## src/rtl/nscs_pkg.sv

```systemverilog
`timescale 1ns / 1ps
`default_nettype none

package nscs_pkg;

  // Width of the internal byte position counter.
  localparam int OFFSET_BITS = 24;
  localparam int FIELD_BITS = 24;

  localparam logic [23:0] WINDOW_ONES = 24'hffffff;
  localparam logic [23:0] SC_PREFIX = 24'h000001;

  // Result queue: one header byte can produce two results.
  localparam int QDEPTH = 4;
  localparam int QPTR_BITS = $clog2(QDEPTH);
  localparam int QCNT_BITS = $clog2(QDEPTH + 1);

  typedef logic [OFFSET_BITS-1:0] offset_t;

  typedef struct packed {
    logic [7:0] data_byte;
    logic       end_of_buffer;
  } in_item_t;

  typedef struct packed {
    logic [23:0] nal_start;
    logic [4:0]  nal_type;
    logic        forbidden_bit;
    logic [23:0] nal_length;
    logic        final_nal;
    logic        overflow;
    logic        last_in_run;
  } out_item_t;

  // Zero-extends or truncates an offset to the 24-bit result fields.
  function automatic logic [FIELD_BITS-1:0] to_field(input offset_t v);
    logic [OFFSET_BITS+FIELD_BITS-1:0] wide;
    wide = {{FIELD_BITS{1'b0}}, v};
    return wide[FIELD_BITS-1:0];
  endfunction

endpackage

`default_nettype wire

```

## src/rtl/nal_start_code_scanner.sv

```systemverilog
`timescale 1ns / 1ps
`default_nettype none

// H.264 Annex B start code scanner.
// Bytes of a buffer enter on the in channel, one per transfer, with
// end_of_buffer set on the last byte. Each NAL found is reported on the out
// channel with its start offset, type, forbidden bit and length; the last NAL
// of a buffer is reported at the buffer end with final_nal set.
// The cfg channel writes reject_forbidden; write it only while the block is
// idle. cfg_ready is always high.
// A result enters the result queue when its byte is taken and shows on out
// once the results ahead of it have left. Throughput is one byte per cycle;
// a header byte that is also the buffer end yields two results if an earlier
// NAL is open, and they leave in two consecutive out transfers. A four-entry
// result queue sits between the scanner and the out port, so bytes keep
// flowing while the receiver holds off out_ready, until the queue has fewer
// than two free entries. Reset (synchronous, active high) clears the
// scanner, empties the queue and sets reject_forbidden to zero.
module nal_start_code_scanner (
  input  wire                      clk,
  input  wire                      rst,
  input  wire                      cfg_valid,
  output logic                     cfg_ready,
  input  wire                      cfg_data,
  input  wire                      in_valid,
  output logic                     in_ready,
  input  wire nscs_pkg::in_item_t  in_data,
  output logic                     out_valid,
  input  wire                      out_ready,
  output nscs_pkg::out_item_t      out_data
);

  logic        reject_forbidden;
  logic [23:0] byte_window;
  nscs_pkg::offset_t byte_position;
  nscs_pkg::offset_t open_start;
  logic [4:0]  open_type;
  logic        open_forbidden;
  logic        open_valid;
  logic        saturated;

  nscs_pkg::out_item_t queue [nscs_pkg::QDEPTH];
  logic [nscs_pkg::QPTR_BITS-1:0] wr_ptr;
  logic [nscs_pkg::QPTR_BITS-1:0] rd_ptr;
  logic [nscs_pkg::QCNT_BITS-1:0] count;

  logic in_acc;
  logic out_acc;

  logic              match;
  nscs_pkg::offset_t sc;
  nscs_pkg::offset_t len_close;
  nscs_pkg::offset_t endp;
  nscs_pkg::offset_t len_final;
  logic              close_prev;
  nscs_pkg::offset_t open_start_next;
  logic [4:0]        open_type_next;
  logic              open_forbidden_next;
  logic              open_valid_next;
  logic              close_final;
  nscs_pkg::out_item_t res_close;
  nscs_pkg::out_item_t res_final;
  nscs_pkg::out_item_t res_first;
  logic [1:0]        push_cnt;
  logic [nscs_pkg::QCNT_BITS-1:0] count_next;

  assign cfg_ready = 1'b1;
  assign in_ready  = count <= nscs_pkg::QCNT_BITS'(nscs_pkg::QDEPTH - 2);
  assign in_acc    = in_valid && in_ready;
  assign out_valid = count != '0;
  assign out_data  = queue[rd_ptr];
  assign out_acc   = out_valid && out_ready;

  always_comb begin
    match = (byte_window == nscs_pkg::SC_PREFIX) &&
            !(reject_forbidden && in_data.data_byte[7]);
    sc = (byte_position >= nscs_pkg::offset_t'(3)) ?
         byte_position - nscs_pkg::offset_t'(3) : '0;
    len_close = (sc >= open_start) ? sc - open_start : '0;
    close_prev = match && open_valid;

    open_start_next     = match ? sc : open_start;
    open_type_next      = match ? in_data.data_byte[4:0] : open_type;
    open_forbidden_next = match ? in_data.data_byte[7] : open_forbidden;
    open_valid_next     = match || open_valid;

    // The end position stops at the counter's maximum.
    endp = (byte_position == '1) ? byte_position
                                 : byte_position + nscs_pkg::offset_t'(1);
    len_final = (endp >= open_start_next) ? endp - open_start_next : '0;
    close_final = in_data.end_of_buffer && open_valid_next;

    res_close.nal_start     = nscs_pkg::to_field(open_start);
    res_close.nal_type      = open_type;
    res_close.forbidden_bit = open_forbidden;
    res_close.nal_length    = nscs_pkg::to_field(len_close);
    res_close.final_nal     = 1'b0;
    res_close.overflow      = saturated;
    res_close.last_in_run   = !close_final;

    res_final.nal_start     = nscs_pkg::to_field(open_start_next);
    res_final.nal_type      = open_type_next;
    res_final.forbidden_bit = open_forbidden_next;
    res_final.nal_length    = nscs_pkg::to_field(len_final);
    res_final.final_nal     = 1'b1;
    res_final.overflow      = saturated;
    res_final.last_in_run   = 1'b1;

    res_first = close_prev ? res_close : res_final;
    push_cnt  = in_acc ? {1'b0, close_prev} + {1'b0, close_final} : 2'd0;
    count_next = count + nscs_pkg::QCNT_BITS'(push_cnt)
                 - nscs_pkg::QCNT_BITS'(out_acc);
  end

  always_ff @(posedge clk) begin
    if (rst) begin
      reject_forbidden <= 1'b0;
    end else if (cfg_valid && cfg_ready) begin
      reject_forbidden <= cfg_data;
    end
  end

  always_ff @(posedge clk) begin
    if (rst) begin
      byte_window    <= nscs_pkg::WINDOW_ONES;
      byte_position  <= '0;
      open_start     <= '0;
      open_type      <= '0;
      open_forbidden <= 1'b0;
      open_valid     <= 1'b0;
      saturated      <= 1'b0;
    end else if (in_acc) begin
      if (in_data.end_of_buffer) begin
        byte_window    <= nscs_pkg::WINDOW_ONES;
        byte_position  <= '0;
        open_start     <= '0;
        open_type      <= '0;
        open_forbidden <= 1'b0;
        open_valid     <= 1'b0;
        saturated      <= 1'b0;
      end else begin
        byte_window    <= {byte_window[15:0], in_data.data_byte};
        open_start     <= open_start_next;
        open_type      <= open_type_next;
        open_forbidden <= open_forbidden_next;
        open_valid     <= open_valid_next;
        if (byte_position == '1) begin
          saturated <= 1'b1;
        end else begin
          byte_position <= byte_position + nscs_pkg::offset_t'(1);
        end
      end
    end
  end

  always_ff @(posedge clk) begin
    if (push_cnt != 2'd0) begin
      queue[wr_ptr] <= res_first;
    end
    if (push_cnt == 2'd2) begin
      queue[wr_ptr + nscs_pkg::QPTR_BITS'(1)] <= res_final;
    end
  end

  always_ff @(posedge clk) begin
    if (rst) begin
      wr_ptr <= '0;
      rd_ptr <= '0;
      count  <= '0;
    end else begin
      wr_ptr <= wr_ptr + nscs_pkg::QPTR_BITS'(push_cnt);
      if (out_acc) begin
        rd_ptr <= rd_ptr + nscs_pkg::QPTR_BITS'(1);
      end
      count <= count_next;
    end
  end

  a_count_bound: assert property (@(posedge clk) disable iff (rst)
    count <= nscs_pkg::QCNT_BITS'(nscs_pkg::QDEPTH))
    else $error("result queue count exceeds its depth");

  a_buffer_restart: assert property (@(posedge clk) disable iff (rst)
    in_acc && in_data.end_of_buffer |=>
      !open_valid && byte_position == '0 && byte_window == nscs_pkg::WINDOW_ONES)
    else $error("scanner state not restarted after buffer end");

  a_position_step: assert property (@(posedge clk) disable iff (rst)
    in_acc && !in_data.end_of_buffer && !saturated && byte_position != '1 |=>
      byte_position == $past(byte_position) + nscs_pkg::offset_t'(1))
    else $error("byte position did not advance by one");

  a_run_complete: assert property (@(posedge clk) disable iff (rst)
    out_valid && !out_data.last_in_run |-> count >= nscs_pkg::QCNT_BITS'(2))
    else $error("first result of a pair has no partner queued");

endmodule

`default_nettype wire
```

## config.mk

```make
export PLATFORM = sky130hd
export DESIGN_NAME = nal_start_code_scanner
export DESIGN_NICKNAME = d
export VERILOG_FILES = /design/src/rtl/nscs_pkg.sv /design/src/rtl/nal_start_code_scanner.sv
export SDC_FILE = /design/constraint.sdc
export NUM_CORES = 1
export LEC_CHECK = 0
export BUFFER_PORTS_ARGS = -buffer_cell sky130_fd_sc_hd__buf_2
export CAP_MARGIN = 20
export CORE_MARGIN = 8
export CORE_UTILIZATION = 63
export CTS_CLUSTER_SIZE = 24
export DETAILED_ROUTE_END_ITERATION = 8
export GPL_ROUTABILITY_DRIVEN = 0
export PLACE_DENSITY = 0.87
export RECOVER_POWER = 25
export REMOVE_ABC_BUFFERS = 1
export SLEW_MARGIN = 0
export SYNTH_ARGS = -nofsm -noshare
export SYNTH_HDL_FRONTEND = slang
export SYNTH_SLANG_ARGS = --single-unit
```

## constraint.sdc

```tcl
create_clock -name clk -period 6.4 [get_ports clk]
set_input_delay 0.32 -clock clk [delete_from_list [all_inputs] [get_ports clk]]
set_output_delay 0.32 -clock clk [all_outputs]
set_load 0.1 [all_outputs]
```

==> results.md <==
- Status: finished with violations
- Failing checks: capacitance limit, slew limit
- Skew-Pair Late Insertion Delay: ~0.53 ns
- Fill cells: between 2000 and 2500
- Max Clk Rate: 161 MHz
- Placement-stage cell area: ~19000 sq um
- DR vias/cell: 7.15
- Setup Crit Path Kind: reg2reg
- Synth Instances: 1900
- Max incr delay on CP: 1.03 ns
- Initial DRT Pass Iterations: 6
- Final Cell Area: 20200 sq um
- CTS tree: done
- Max_slew headroom: -161%
- Core area: 28800 sq um
- Die width: 187 um
- Root buf cell: clkbuf_16
- Worst-Margin Slew: ~3.9 ns
- Final nets: between 1500 and 2000
- Vias: 16600
- Reg2reg path depth: 14
- Die area: 35000 sq um
- CTS sink count: between 300 and 400
- Most common cell after layout, fill and taps aside: nand2_1
- Setup-failing EPs final: 0
- CP Cell Sequence: nor4b_1 -> nand4_1 -> nor2_2 -> clkbuf_1 -> nand2_1 -> clkbuf_1 -> inv_1 -> ha_1 -> o21ai_0 -> or3_1 -> clkbuf_2 -> nor2_1 -> nand2_1 -> o21ai_0
- Mapped Area: 18400 sq um
- Net Sw Power: 0.00298 W
- Vias in the first global route: 15800
- Hpwl dp: 37.5 mm
- Max FO, Critical Path: 40
- Layout overhead on the synthesized area: 9.37%
- Yosys Warn Count: 0
- Slowest cell on crit path: clkbuf_1
- Ys async rst share: 0%
- Residual DRC: 0
- R2r setup slk: between 0.15 and 0.2 ns
- Top Family by Delay on Critical Path: buffers and inverters
- Fin crit share: 97.1%
- Max clock buf depth: 3
- Clock power share: 29.4%
- Post-CTS Hold Buffers: 0
- PortBufs: 73
- Hold Fails Final Rpt: 0
- Layout cells sized above 1: 10.2%
- Antenna-violating nets left: 0
- Initial Util: 64.0%
- Routed Wire Length: around 57 mm
- HP Class: in2reg
- Total CTS buffers: 34
- Max IR drop VDD: 0.347 mV
- Main synth FF type: edfxtp_1
- Register bit total from synthesis: 318
- Slew Viols, Final: 150
- Clock Skews: ~0.032 ns
- Critical path arrival: ~6.4 ns
- Reg clk slew, reported paths: 0.06 ns
- Sw frac: 42.9%
- Mean Syn Cell Area: 9.70 sq um
- Gate power share: 37.5%
- Gr ovfl total: 0
- Total track usage: between 30% and 40%
- First-pass GRT wire length: 87.8 mm
- Pin count of the biggest net entering global routing: 74
- Post-synth EDFFs: 220
- Initial antenna violation count: 1
- Initial DRC count: 3011
- Share of total power in sequential cells: 33.1%
- Setup TNS after final layout: 0 ns
- Cell depth of the worst min-delay path: 3
- Crit start category: register
- Per-cell routed wire length: ~25 um
- Worst endpoint required time: 6.60 ns
- Power per cell area: 345 nW/um^2
- Pint: approximately 0.004 W
- I/O pins: 75
- FP Rows: 62
- Worst path depth: 14
- Netlist cell types: 75
- CP Capture Type: register
- Max-Cap Viols: 3
- Most frequent cells in the layout: 246 x nand2_1, 220 x edfxtp_1, 169 x o21ai_0
- Leak: 7.00 nW
- Post-route minimum period: about 6.2 ns
- RSZ-0062 raised after global routing: no
- CTS H-tree lvls: 2
- Crit path buf inv count: 4
- Die Ht: 187 um
- Post-synthesis sequential area ratio: 46.5%
[tightest hold or removal path: stages]
cell     delay [ns]
buf_2          0.07
nand2_1        0.04
nand3_1        0.06
[power groups by stage]
stage                     Combinational (W)  Clock [W]  Sequential, W
after CTS                           0.00264    0.00203        0.00230
after floorplan                     0.00218          0        0.00237
after global routing                0.00269    0.00211        0.00231
final                               0.00260    0.00204        0.00230
after detailed placement            0.00262          0        0.00234
after global placement              0.00259          0        0.00234
[final cells by class]
cell class,instances,area (sq um),share of cell area (%)
Inverter,53,199,0.987
Tap cell,384,480,2.38
Clock buffer,48,965,4.79
Antenna cell,1,2.50,0.0124
Clock inverter,13,176,0.875
Timing Repair Buffer,114,597,2.96
Multi-Input combinational cell,1393,9160,45.5
Sequential cell,318,8570,42.5
[routing by layer]
metal | wire [um] | up-vias | track usage [%]
met5 | 0 | - | 0
met4 | 3340 | 0 | 16.8
met3 | 8010 | 313 | 7.21
met2 | 26100 | 1496 | 50.6
met1 | 19600 | 7728 | 39.2
li1 | - | 7075 | -
[final timing paths]
path                        from             end
setup / recovery  byte_window[1]    queue[0][53]
hold / removal        in_data[7]  byte_window[6]
setup reg to reg  byte_window[1]    queue[0][53]
hold reg to reg      queue[3][0]     queue[3][0]
[logic make-up (layout without fill, tap and decap cells)]
group                    count (synthesis)  in the layout  synth area share (%)
AO/OA/AOI/OAI                          544            544                  18.3
AND/OR/NAND/NOR                        644            644                  15.8
adder cells (fa/ha/maj)                 56             56                  3.92
XOR/XNOR                                73             73                  3.47
flip-flops                             318            318                  46.5
buffers and inverters                  189            228                  4.05
other                                    1              2                0.0204
multiplexers                            75             75                  7.96
[synthesized netlist by cell type, drive strengths merged (9+ instances only)]
library cell | count | area (sq um)
a21o | 37 | 278
a21oi | 112 | 564
a22oi | 20 | 150
a31oi | 10 | 62.6
and2 | 17 | 106
and3 | 9 | 56.3
buf | 23 | 124
clkbuf | 113 | 424
dfxtp | 98 | 1960
edfxtp | 220 | 6610
ha | 53 | 663
inv | 53 | 199
mux2i | 15 | 150
mux4 | 57 | 1280
nand2 | 255 | 967
nand2b | 12 | 75.1
nand3 | 61 | 305
nand4 | 16 | 100
nor2 | 166 | 623
nor2b | 9 | 56.3
nor3 | 32 | 160
o211ai | 13 | 97.6
o21a | 10 | 75.1
o21ai | 172 | 872
o22ai | 89 | 557
or2 | 13 | 81.3
or3 | 22 | 138
or4 | 10 | 75.1
xnor2 | 51 | 447
xor2 | 22 | 193
[state kept, by name (all words and copies together) (netlist names), 2 cells and up, named ones only]
signal and count:
wr_ptr 2, queue 228, rd_ptr 2, open_start 24
open_type 5, byte_window 24, count 3, byte_position 24
[repair_timing]
item,in CTS,in global routing
buffers inserted,0,0
endpoints found under the setup margin,0,3
gates resized for setup,0,2
[per-stage QoR]
stage               hold WS [ns]  power [W]  utilization [%]  instances  setup WS [ns]
global placement           0.443    0.00493             66.4       2262          0.764
global route              0.0239    0.00711             70.0       2323         0.0179
floorplan                  0.387    0.00455                -       1764         -0.473
finish                   0.00624    0.00694             70.0       2324          0.188
detailed placement         0.454    0.00496             66.4       2262          0.586
CTS                      0.00638    0.00697             70.4       2323          0.447
(Power assumes the default switching activity.)
